File: src/hw/rtl/mcg_pkg.sv
// shared types, constants and calendar tables for the month grid block
package mcg_pkg;

	localparam int YEAR_W  = 14;
	localparam int MONTH_W = 4;
	localparam int DAY_W   = 5;
	localparam int CELL_W  = 6;
	localparam int LEAD_W  = 3;
	localparam int CFG_IDX_W = 2;

	localparam int GRID_CELLS      = 42;
	localparam int MONTHS_PER_YEAR = 12;
	localparam int DAYS_PER_WEEK   = 7;

	// floor(x / 100) = (x * RECIP_100) >> RECIP_SHIFT for x below 43690
	localparam logic [15:0] RECIP_100   = 16'd41944;
	localparam int          RECIP_SHIFT = 22;

	localparam logic [MONTH_W-1:0] MONTH_JAN = 4'd1;
	localparam logic [MONTH_W-1:0] MONTH_FEB = 4'd2;
	localparam logic [MONTH_W-1:0] MONTH_MAR = 4'd3;
	localparam logic [MONTH_W-1:0] MONTH_DEC = 4'd12;

	localparam logic [CFG_IDX_W-1:0] REG_TODAY_YEAR  = 2'd0;
	localparam logic [CFG_IDX_W-1:0] REG_TODAY_MONTH = 2'd1;
	localparam logic [CFG_IDX_W-1:0] REG_TODAY_DAY   = 2'd2;

	// one classified month, handed from the front end to the cell generator
	typedef struct packed {
		logic [YEAR_W-1:0]  year;
		logic [MONTH_W-1:0] month;
		logic [DAY_W-1:0]   len;
		logic [DAY_W-1:0]   plen;
		logic [LEAD_W-1:0]  lead;
	} grid_job_t;

	// weekday offset of each month's 1st, months 1..12
	function automatic logic [2:0] month_offset(input logic [MONTH_W-1:0] m);
		logic [2:0] r;
		unique case (m)
			4'd1:    r = 3'd0;
			4'd2:    r = 3'd3;
			4'd3:    r = 3'd2;
			4'd4:    r = 3'd5;
			4'd5:    r = 3'd0;
			4'd6:    r = 3'd3;
			4'd7:    r = 3'd5;
			4'd8:    r = 3'd1;
			4'd9:    r = 3'd4;
			4'd10:   r = 3'd6;
			4'd11:   r = 3'd2;
			4'd12:   r = 3'd4;
			default: r = 3'd0;
		endcase
		return r;
	endfunction

	function automatic logic [DAY_W-1:0] month_days(input logic [MONTH_W-1:0] m,
	                                                input logic leap);
		logic [DAY_W-1:0] r;
		unique case (m)
			4'd2:                    r = leap ? 5'd29 : 5'd28;
			4'd4, 4'd6, 4'd9, 4'd11: r = 5'd30;
			default:                 r = 5'd31;
		endcase
		return r;
	endfunction

endpackage

File: src/hw/rtl/mcg_front.sv
// front end: takes year/month beats and works out lead cells and month lengths
module mcg_front (
	input  logic                      clk,
	input  logic                      arst_n,
	input  logic                      in_valid,
	output logic                      in_ready,
	input  logic [mcg_pkg::YEAR_W-1:0]  year,
	input  logic [mcg_pkg::MONTH_W-1:0] month,
	output logic                      job_valid,
	input  logic                      job_ready,
	output mcg_pkg::grid_job_t        job
);
	import mcg_pkg::*;

	localparam int PROD_W = YEAR_W + 16;
	localparam int Q_W    = PROD_W - RECIP_SHIFT;
	localparam int YY_W   = YEAR_W + 1;
	localparam int SUM_W  = YEAR_W + 2;

	logic                 stall;
	logic                 valid_s1, valid_s2;
	logic [YEAR_W-1:0]    y_s1, y_s2;
	logic [MONTH_W-1:0]   m_s1, m_s2;
	logic [PROD_W-1:0]    prod_s1;
	logic [SUM_W-1:0]     total_s2;
	logic [DAY_W-1:0]     len_s2, plen_s2;
	logic [MONTH_W-1:0]   m_clamp;

	logic [Q_W-1:0]       q, q_yy;
	logic [YY_W-1:0]      q100, rem_full, yy;
	logic [6:0]           rem;
	logic                 lt3, leap;
	logic [MONTH_W-1:0]   pm;
	logic [SUM_W-1:0]     total;
	logic [5:0]           fold1;
	logic [3:0]           fold2;
	logic [2:0]           wday;
	logic [LEAD_W-1:0]    lead;

	assign stall    = valid_s2 && !job_ready;
	assign in_ready = !stall;

	always_comb begin
		if (month < MONTH_JAN) begin
			m_clamp = MONTH_JAN;
		end else if (month > MONTH_DEC) begin
			m_clamp = MONTH_DEC;
		end else begin
			m_clamp = month;
		end
	end

	always_ff @(posedge clk or negedge arst_n) begin
		if (!arst_n) begin
			valid_s1 <= 1'b0;
			valid_s2 <= 1'b0;
		end else if (!stall) begin
			valid_s1 <= in_valid;
			valid_s2 <= valid_s1;
		end
	end

	// stage 1: reciprocal multiply for the century count
	always_ff @(posedge clk) begin
		if (!stall && in_valid) begin
			y_s1    <= year;
			m_s1    <= m_clamp;
			prod_s1 <= PROD_W'(year) * PROD_W'(RECIP_100);
		end
	end

	// stage 2 inputs: leap year, lengths and the weekday sum
	always_comb begin
		q        = prod_s1[PROD_W-1:RECIP_SHIFT];
		q100     = YY_W'(q) * YY_W'(100);
		rem_full = YY_W'(y_s1) - q100;
		rem      = rem_full[6:0];
		leap     = (y_s1[1:0] == 2'd0) && ((rem != 7'd0) || (q[1:0] == 2'd0));
		lt3      = m_s1 < MONTH_MAR;
		// shifted year is y + 400, minus one for january and february
		yy       = YY_W'(y_s1) + YY_W'(400) - YY_W'(lt3);
		q_yy     = q + Q_W'(4) - Q_W'(lt3 && (rem == 7'd0));
		total    = SUM_W'(yy) + SUM_W'(yy >> 2) - SUM_W'(q_yy) + SUM_W'(q_yy >> 2)
		         + SUM_W'(month_offset(m_s1)) + SUM_W'(1);
		pm       = (m_s1 == MONTH_JAN) ? MONTH_DEC : m_s1 - MONTH_W'(1);
	end

	always_ff @(posedge clk) begin
		if (!stall && valid_s1) begin
			y_s2     <= y_s1;
			m_s2     <= m_s1;
			total_s2 <= total;
			len_s2   <= month_days(m_s1, leap);
			// previous month is february only in the same year
			plen_s2  <= month_days(pm, leap);
		end
	end

	// mod 7 by folding octal digits, since 8 is 1 mod 7
	always_comb begin
		fold1 = 6'(total_s2[2:0]) + 6'(total_s2[5:3]) + 6'(total_s2[8:6])
		      + 6'(total_s2[11:9]) + 6'(total_s2[14:12]) + 6'(total_s2[15]);
		fold2 = 4'(fold1[2:0]) + 4'(fold1[5:3]);
		wday  = (fold2 >= 4'(DAYS_PER_WEEK)) ? 3'(fold2 - 4'(DAYS_PER_WEEK)) : fold2[2:0];
		// weekday 0 is sunday: six leading cells
		lead  = (wday == 3'd0) ? LEAD_W'(DAYS_PER_WEEK - 1) : wday - 3'd1;
	end

	assign job_valid  = valid_s2;
	assign job.year   = y_s2;
	assign job.month  = m_s2;
	assign job.len    = len_s2;
	assign job.plen   = plen_s2;
	assign job.lead   = lead;

endmodule

File: src/hw/rtl/mcg_queue.sv
// small job queue between the front end and the cell generator
module mcg_queue #(
	parameter int DEPTH = 2
) (
	input  logic               clk,
	input  logic               arst_n,
	input  logic               push_valid,
	output logic               push_ready,
	input  mcg_pkg::grid_job_t push_data,
	output logic               pop_valid,
	input  logic               pop_ready,
	output mcg_pkg::grid_job_t pop_data
);
	import mcg_pkg::*;

	localparam int PTR_W = $clog2(DEPTH);
	localparam int CNT_W = $clog2(DEPTH + 1);

	grid_job_t          mem_q [DEPTH];
	logic [PTR_W-1:0]   wr_ptr_q, rd_ptr_q;
	logic [CNT_W-1:0]   count_q;
	logic               push, pop;

	assign push_ready = count_q != CNT_W'(DEPTH);
	assign pop_valid  = count_q != CNT_W'(0);
	assign push       = push_valid && push_ready;
	assign pop        = pop_valid && pop_ready;
	assign pop_data   = mem_q[rd_ptr_q];

	always_ff @(posedge clk or negedge arst_n) begin
		if (!arst_n) begin
			wr_ptr_q <= '0;
			rd_ptr_q <= '0;
			count_q  <= '0;
		end else begin
			if (push) begin
				wr_ptr_q <= (wr_ptr_q == PTR_W'(DEPTH - 1)) ? '0 : wr_ptr_q + PTR_W'(1);
			end
			if (pop) begin
				rd_ptr_q <= (rd_ptr_q == PTR_W'(DEPTH - 1)) ? '0 : rd_ptr_q + PTR_W'(1);
			end
			if (push && !pop) begin
				count_q <= count_q + CNT_W'(1);
			end else if (pop && !push) begin
				count_q <= count_q - CNT_W'(1);
			end
		end
	end

	always_ff @(posedge clk) begin
		if (push) begin
			mem_q[wr_ptr_q] <= push_data;
		end
	end

endmodule

File: src/hw/rtl/mcg_back.sv
// back end: walks the 42 grid cells of one job, one output beat per cycle while out_ready holds
module mcg_back (
	input  logic                        clk,
	input  logic                        arst_n,
	input  logic                        job_valid,
	output logic                        job_ready,
	input  mcg_pkg::grid_job_t          job,
	input  logic [mcg_pkg::YEAR_W-1:0]  today_year,
	input  logic [mcg_pkg::MONTH_W-1:0] today_month,
	input  logic [mcg_pkg::DAY_W-1:0]   today_day,
	output logic                        out_valid,
	input  logic                        out_ready,
	output logic [mcg_pkg::DAY_W-1:0]   day,
	output logic                        in_month,
	output logic                        is_today,
	output logic                        last
);
	import mcg_pkg::*;

	localparam int YY_W = YEAR_W + 1;

	grid_job_t          job_q;
	logic               active_q, out_valid_q;
	logic [CELL_W-1:0]  k_q;
	logic [DAY_W-1:0]   day_q;
	logic               in_month_q, is_today_q, last_q;

	logic               adv, last_cell;
	logic [CELL_W-1:0]  lead6, lim2;
	logic [YY_W-1:0]    py, ny, cell_year;
	logic [MONTH_W-1:0] pm, nm, cell_month;
	logic [CELL_W-1:0]  cell_day6;
	logic [DAY_W-1:0]   cell_day;
	logic               cell_in_month, cell_today;

	assign adv       = !out_valid_q || out_ready;
	assign last_cell = k_q == CELL_W'(GRID_CELLS - 1);
	assign job_ready = job_valid && (!active_q || (adv && last_cell));

	always_comb begin
		lead6 = CELL_W'(job_q.lead);
		lim2  = lead6 + CELL_W'(job_q.len);
		// year -1 and year 16384 get bit 14 set and never match today
		py    = (job_q.month == MONTH_JAN) ? YY_W'(job_q.year) - YY_W'(1) : YY_W'(job_q.year);
		pm    = (job_q.month == MONTH_JAN) ? MONTH_DEC : job_q.month - MONTH_W'(1);
		ny    = (job_q.month == MONTH_DEC) ? YY_W'(job_q.year) + YY_W'(1) : YY_W'(job_q.year);
		nm    = (job_q.month == MONTH_DEC) ? MONTH_JAN : job_q.month + MONTH_W'(1);
		if (k_q < lead6) begin
			cell_day6     = CELL_W'(job_q.plen) - lead6 + CELL_W'(1) + k_q;
			cell_year     = py;
			cell_month    = pm;
			cell_in_month = 1'b0;
		end else if (k_q < lim2) begin
			cell_day6     = k_q - lead6 + CELL_W'(1);
			cell_year     = YY_W'(job_q.year);
			cell_month    = job_q.month;
			cell_in_month = 1'b1;
		end else begin
			cell_day6     = k_q - lim2 + CELL_W'(1);
			cell_year     = ny;
			cell_month    = nm;
			cell_in_month = 1'b0;
		end
		cell_day   = cell_day6[DAY_W-1:0];
		cell_today = (cell_year == YY_W'(today_year)) && (cell_month == today_month)
		          && (cell_day == today_day);
	end

	always_ff @(posedge clk or negedge arst_n) begin
		if (!arst_n) begin
			active_q    <= 1'b0;
			k_q         <= '0;
			out_valid_q <= 1'b0;
		end else begin
			if (adv) begin
				out_valid_q <= active_q;
			end
			if (job_ready) begin
				active_q <= 1'b1;
				k_q      <= '0;
			end else if (adv && active_q) begin
				k_q <= k_q + CELL_W'(1);
				if (last_cell) begin
					active_q <= 1'b0;
				end
			end
		end
	end

	always_ff @(posedge clk) begin
		if (job_ready) begin
			job_q <= job;
		end
		if (adv && active_q) begin
			day_q      <= cell_day;
			in_month_q <= cell_in_month;
			is_today_q <= cell_today;
			last_q     <= last_cell;
		end
	end

	assign out_valid = out_valid_q;
	assign day       = day_q;
	assign in_month  = in_month_q;
	assign is_today  = is_today_q;
	assign last      = last_q;

endmodule

File: src/hw/rtl/month_calendar_grid.sv
// top level of the six-week monday-first month grid generator
//
//   channel  signals                                 direction  beat
//   in       in_valid/in_ready, year, month          input      one month request
//   out      out_valid/out_ready, day, in_month,     output     one grid cell
//            is_today, last
//   cfg      cfg_we, cfg_index, cfg_data             input      one register write
//
// each request gives 42 output beats, one per cycle while out_ready holds;
// the cell counter in the back end sets that figure, and the back end takes
// the next month from the queue as it registers the last cell of the previous one.
// the front end registers each request in its s1 and s2 stages ahead of the job queue.
// reset is asynchronous and clears all control state plus today = 2000-01-01.
// a stalled output keeps the front end working until the queue fills.
module month_calendar_grid #(
	parameter int QUEUE_DEPTH = 2
) (
	input  logic                          clk,
	input  logic                          arst_n,
	input  logic                          in_valid,
	output logic                          in_ready,
	input  logic [mcg_pkg::YEAR_W-1:0]    year,
	input  logic [mcg_pkg::MONTH_W-1:0]   month,
	output logic                          out_valid,
	input  logic                          out_ready,
	output logic [mcg_pkg::DAY_W-1:0]     day,
	output logic                          in_month,
	output logic                          is_today,
	output logic                          last,
	input  logic                          cfg_we,
	input  logic [mcg_pkg::CFG_IDX_W-1:0] cfg_index,
	input  logic [mcg_pkg::YEAR_W-1:0]    cfg_data
);
	import mcg_pkg::*;

	logic [YEAR_W-1:0]  today_year_q;
	logic [MONTH_W-1:0] today_month_q;
	logic [DAY_W-1:0]   today_day_q;

	logic      fj_valid, fj_ready, bj_valid, bj_ready;
	grid_job_t fj_data, bj_data;

	always_ff @(posedge clk or negedge arst_n) begin
		if (!arst_n) begin
			today_year_q  <= YEAR_W'(2000);
			today_month_q <= MONTH_W'(1);
			today_day_q   <= DAY_W'(1);
		end else if (cfg_we) begin
			unique case (cfg_index)
				REG_TODAY_YEAR:  today_year_q  <= cfg_data;
				REG_TODAY_MONTH: today_month_q <= cfg_data[MONTH_W-1:0];
				REG_TODAY_DAY:   today_day_q   <= cfg_data[DAY_W-1:0];
				default: ;
			endcase
		end
	end

	mcg_front u_front (
		.clk       (clk),
		.arst_n    (arst_n),
		.in_valid  (in_valid),
		.in_ready  (in_ready),
		.year      (year),
		.month     (month),
		.job_valid (fj_valid),
		.job_ready (fj_ready),
		.job       (fj_data)
	);

	mcg_queue #(
		.DEPTH (QUEUE_DEPTH)
	) u_queue (
		.clk        (clk),
		.arst_n     (arst_n),
		.push_valid (fj_valid),
		.push_ready (fj_ready),
		.push_data  (fj_data),
		.pop_valid  (bj_valid),
		.pop_ready  (bj_ready),
		.pop_data   (bj_data)
	);

	mcg_back u_back (
		.clk         (clk),
		.arst_n      (arst_n),
		.job_valid   (bj_valid),
		.job_ready   (bj_ready),
		.job         (bj_data),
		.today_year  (today_year_q),
		.today_month (today_month_q),
		.today_day   (today_day_q),
		.out_valid   (out_valid),
		.out_ready   (out_ready),
		.day         (day),
		.in_month    (in_month),
		.is_today    (is_today),
		.last        (last)
	);

endmodule
File: config.mk
export PLATFORM = sky130hd
export DESIGN_NAME = month_calendar_grid
export DESIGN_NICKNAME = d
export VERILOG_FILES = /design/src/hw/rtl/mcg_pkg.sv /design/src/hw/rtl/mcg_front.sv /design/src/hw/rtl/mcg_queue.sv /design/src/hw/rtl/mcg_back.sv /design/src/hw/rtl/month_calendar_grid.sv
export SDC_FILE = /design/constraint.sdc
export NUM_CORES = 1
export LEC_CHECK = 0
export ABC_CLOCK_PERIOD_IN_PS = 8500
export BUFFER_PORTS_ARGS = -buffer_cell sky130_fd_sc_hd__buf_4
export CORE_ASPECT_RATIO = 0.5
export CORE_UTILIZATION = 45
export DETAILED_ROUTE_END_ITERATION = 7
export PLACE_DENSITY = 0.62
export SLEW_MARGIN = 20
export SYNTH_ARGS = -nofsm -noshare
export SYNTH_HDL_FRONTEND = slang
export SYNTH_HIERARCHICAL = 1
export SYNTH_SLANG_ARGS = --single-unit
File: constraint.sdc
create_clock -name clk -period 8.5 [get_ports clk]
set_input_delay 1.275 -clock clk [delete_from_list [all_inputs] [get_ports clk]]
set_output_delay 1.275 -clock clk [all_outputs]
set_load 0.01 [all_outputs]
# Word-level counts from Yosys, hierarchy flattened
# Memories as Yosys holds them, arrays and structs flattened. A register that Yosys moved wholly into a read port is not among the register bits.
# Index checks and enable logic that the tools add are counted.
# word_totals
n_memories,2
rom_bits,48
mem_bits_rw,62
out_inout_bits,10
latchBits,0
regBits,134
in_bits,39
word_cells,159
# mem_list
memory,words,width,rd,rd_clocked_by_memory_dff,wr,line,rtl
u_queue.mem_q,2,31,1,1,1,mcg_queue.sv:19,grid_job_t mem_q [DEPTH];
(name not given),16,3,1,0,0,mcg_pkg.sv:40,unique case (m)
# op_classes
n_mux,29
order_cmp,6
n_eq_ne,20
div_mod_pow,0
addsub,36
mul,2
n_shift,0
reduce_logical,40
bitwise,0
# op_table
op,count
$mux 15,4
$mul 14x13->27 const B,1
$mux 4,6
$eq 4x4->1 const B,5
$pmux 5 s2,2
$add 6x3->6,3
$add 15x13->16,1
$add 16x1->16 const B,1
$add 16x3->16,1
$add 16x6->16,1
$eq 4x3->1 const B,4
$sub 16x8->16,1
$add 14x1->15 const B,1
$add 14x9->15 const B,1
$add 5x1->5 const B,3
$eq 15x14->1,1
$sub 14x1->15 const B,1
$sub 15x1->15,1
$logic_and 1x1->1,14
$mux 6,2
$mux 5,2
$sub 5x3->5,2
$mux 1,9
$add 3x3->4,2
other kinds (42),64

# Depth between registers and ports, before layout
# logic_depth
word_depth,10
mapped_depth,28
ltp_nobuf,27

# By module
# Netlist, hierarchy kept.
# by_module_without_submodules
mod,area_each_um2,seq_area_each_um2,instances,cells_each
mcg_front,8728.4,1971.9,1,824
mcg_back,3887.5,1371.3,1,382
mcg_queue,2587.5,1961.9,1,115
month_calendar_grid,889.6,585.6,1,50

# Worst setup path after synthesis
# OpenSTA, ideal clock, no wires.
# synth_timing
kind,register -> register
start,register u_front.prod_s1[23]
end,register u_front.total_s2[13] (data pin)
setup_time_ps,195
required_ps,8305
stages_incl_launch_ff,27
n_path_buf,0
path_slack_ps,1947
synth_period_minus_slack_ps,6553
arrival_time_ps,6358
path_cell_list,edfxtp_1 -> inv_1 -> ha_1 -> xnor2_1 -> xnor3_1 -> nor4_1 -> o2111ai_1 -> nor4b_1 -> ha_1 -> inv_1 -> ha_1 -> fa_1 -> a211oi_1 -> xnor2_1 -> inv_1 -> fa_1 -> fa_1 -> inv_1 -> ha_1 -> ha_1 -> nor2b_1 -> o21ai_0 -> a21boi_0 -> o31a_1 -> o21a_1 -> or3_1 -> o311ai_0
# synth_between
elab_chain_len,9
word_cells_on_any_way,10
cone_classes,add/sub: 7; mul: 1; reduce/logical: 2
# synth_rtl
item,line,rtl
"start, declared",mcg_front.sv:24,logic [PROD_W-1:0] prod_s1;
"start signal, assigned",mcg_front.sv:68,prod_s1 <= PROD_W'(year) * PROD_W'(RECIP_100);
$mul 8x5->5,mcg_front.sv:75,q100 = YY_W'(q) * YY_W'(100);
$sub 7x7->7,mcg_front.sv:76,rem_full = YY_W'(y_s1) - q100;
$logic_not 7->1,mcg_front.sv:82,q_yy = q + Q_W'(4) - Q_W'(lt3 && (rem == 7'd0));
$logic_and 1x1->1,mcg_front.sv:82,
$sub 8x1->8 *,mcg_front.sv:82,
$sub 16x8->16,mcg_front.sv:83,total = SUM_W'(yy) + SUM_W'(yy >> 2) - SUM_W'(q_yy) + SUM_W'(q_yy >> 2)
$add 16x6->16 *,mcg_front.sv:83,
$add 16x3->16 *,mcg_front.sv:84,+ SUM_W'(month_offset(m_s1)) + SUM_W'(1);
$add 16x1->16 *,mcg_front.sv:84,
via u_front.total[13],mcg_front.sv:34,logic [SUM_W-1:0] total;
"end signal, assigned",mcg_front.sv:92,total_s2 <= total;
"end, declared",mcg_front.sv:25,logic [SUM_W-1:0] total_s2;
# The timed path passes the listed nets; every way through them passes the cells marked *.
# A chain may end at the register's enable or synchronous reset.

# Worst setup path after layout
# Same ends and word-level chain as after synthesis.

==> qor.csv <==
metric;value;unit
period utilization;84.3;%
count leader, synth;inv_1;
clock slew seen by the registers of the worst setup and hold paths;0.06;ns
worst hold start;u_front/m_s2[1];
I/O Pins;49;
yosys warns;6;
Post-CTS Setup Bufs;0;
final net count;1789;
# diodes;0;
largest net degree at the start of global routing;39;
status;finished clean;
Std-Cell Rows;48;
Vias/cell;5.25;
Die Y;136;um
post-route ant nets;0;
Rel. slew slack;32.1;%
Horiz. Die Dim;269;um
H-tree levels;1;
EDFF count, synth;165;
area of the die;0.0366;sq mm
Max stage delay on crit path;0.51;ns
DR iter-0 viols;487;
setup TNS;0;ns
vias in the first global route;10400;
antenna violations before repair;0;
via count;10100;
DP HPWL;25800;um
Worst-Skew Late Latency;0.51;ns
gr ovfl total;0;
Final Hold Fails;0;
reg2reg path depth;26;
CP max-delay cell;fa_1;
Setup violations, final;0;
final RePlAce weighted congestion;0.904;
post-synthesis register bit count;202;
share of Yosys cell area claimed by the top area cell type;30.8;%
IO Port Bufs;48;
CTS Sinks;202;
Hold Crit Depth;0;
CTS tree;built;
flop2flop setup slack;1.34;ns
Final Hold Slack;0.432;ns
Routed WL;32600;um
Tmin final;7.16;ns
Post-synth ARST share;18.3;%
post_cts resized;0;
Arrival @ worst endpoint;7.46;ns
CTS root buffer;clkbuf_16;
Max Transition Viols Final;0;
share of layout cells above drive strength 1;13.1;%
WHS Endpoint;u_queue/mem_q[1][14];
Crit Reg-Reg Startpoint;u_front/prod_s1[23];
f_max;140;MHz
Slew @ Worst Pin;1.02;ns
ys flop type;edfxtp_1;
cell mode on critical path;ha_1;
Post-Syn Area;0.0161;sq mm
sequential fraction of the synthesis area;36.6;%
cell count after synthesis;1371;
Synth-to-Final Area Change;9.73;%
Clock Path Buffers;3;
Setup Skew;0.0174;ns
most common library cells after synthesis;inv_1 (231), ha_1 (222), edfxtp_1 (165);
syn avg cell area;11.7;sq um
wire length per cell;17.0;um
Critical Path Source Type;register;
Inserted Clock Buffers;22;
Pre-antenna DRT Iters;5;
Max Cap Viol;0;
Total GRT Usage;18.0;%
critical path class;register to register;
critical path peak fanout;4;
DRC violations left;0;
synth top area cells;edfxtp_1 (31%), ha_1 (17%), fa_1 (12%), inv_1 (5.4%), dfrtp_1 (4.5%);
Critical Path RT;8.80;ns
Synth area leader;edfxtp_1;
synth unique cells;98;
Crit. End Element;register;
final core utilization;50.7;%
Reg2Reg Capture Point;u_front/total_s2[13];
RSZ-0062 raised after global routing;false;
hold_buf cts;0;
worst hold path class;register to register;
Core ar.;0.0348;sq mm
Initial Util;46.2;%
first-pass GRT wire length;52800;um
-- sequential cells by signal, summed over array words and instances (netlist names), 4 cells and up --
name,flops
u_front/m_s2,4
today_month_q,4
u_front/y_s1,14
u_queue/mem_q,62
u_back/day,5
u_front/m_s1,4
today_year_q,14
u_front/prod_s1,8
u_back/job_q,31
u_front/y_s2,14
today_day_q,5
u_back/k_q,6
u_front/total_s2,16
-- how the worst max path moves through the flow --
stage	start	to	slack, ns
2_1_floorplan	u_front/prod_s1[23]	u_front/total_s2[13]	1.95
3_3_place_gp	u_front/prod_s1[23]	u_front/total_s2[13]	1.52
3_5_place_dp	u_front/prod_s1[23]	u_front/total_s2[13]	1.35
4_1_cts	u_front/prod_s1[23]	u_front/total_s2[13]	1.29
5_1_grt	u_front/prod_s1[23]	u_front/total_s2[13]	0.97
6_report	u_front/prod_s1[23]	u_front/total_s2[13]	1.34
-- stage by stage --
step                worst slack (ns)  instances  cell area (sq um)
floorplan                       1.95       1376              16100
global placement                1.52       1881              16900
detailed placement              1.35       1881              16900
CTS                             1.29       1920              17700
global route                   0.971       1920              17700
finish                          1.34       1920              17700
-- per-layer routing --
layer | track usage, % | wire (um) | share of wire, % | up-vias
li1 | - | - | - | 4915
met1 | 24.7 | 15600 | 48 | 4968
met2 | 30.8 | 15400 | 47 | 161
met3 | 2.18 | 1030 | 3.2 | 40
met4 | 3.69 | 588 | 1.8 | 0
met5 | 0 | 0 | 0 | -
-- placed cells by master, fill, tap and decap left out, types with 13 or more instances in the layout --
| cell type | netlist | final |
|---|---|---|
| a211oi_1 | 13 | 13 |
| a21o_1 | 19 | 19 |
| a21oi_1 | 43 | 43 |
| buf_4 | 6 | 53 |
| clkbuf_16 | 0 | 23 |
| dfrtp_1 | 29 | 28 |
| edfxtp_1 | 165 | 165 |
| fa_1 | 98 | 98 |
| ha_1 | 222 | 222 |
| inv_1 | 231 | 231 |
| mux2_2 | 28 | 28 |
| mux2_4 | 29 | 29 |
| nand2_1 | 37 | 37 |
| nand2b_1 | 13 | 13 |
| nand3_1 | 19 | 19 |
| nand4_1 | 15 | 15 |
| nor2_1 | 54 | 53 |
| nor2b_1 | 14 | 14 |
| nor3_1 | 16 | 16 |
| o21ai_0 | 26 | 26 |
| xnor2_1 | 56 | 56 |
| xor2_1 | 36 | 36 |
-- layout make-up --
| cell class | instances | area, sq um |
|---|---|---|
| Tap cell | 475 | 594 |
| Inverter | 231 | 867 |
| Timing Repair Buffer | 53 | 398 |
| Multi-Input combinational cell | 920 | 9180 |
| Fill cell | 3122 | 17200 |
| Clock inverter | 14 | 138 |
| Clock buffer | 25 | 593 |
| Sequential cell | 202 | 5890 |
-- worst max-delay path, delay by kind of cell, from the launching register on --
kind,cells,cell delay [ns]
buffers and inverters,4,0.31
flip-flops,1,0.44
AO/OA/AOI/OAI,7,1.65
adder cells (fa/ha/maj),8,2.69
AND/OR/NAND/NOR,4,1.03
XOR/XNOR,3,0.86
-- cell families (layout without fill, tap and decap cells) --
| family | Yosys count | in the layout | synth area share (%) |
|---|---|---|---|
| flops | 202 | 202 | 36.6 |
| other cells | 1 | 6 | 0.0233 |
| simple gates | 242 | 242 | 8.50 |
| mux | 64 | 64 | 5.10 |
| buf+inv | 254 | 323 | 6.52 |
| xor+xnor | 93 | 93 | 5.15 |
| compound gates | 195 | 195 | 8.66 |
| fa+ha+maj | 320 | 320 | 29.5 |
Power is left out: the tool's default activity adds up to more than one toggle a clock period on the data nets, which glitch-free logic cannot reach.
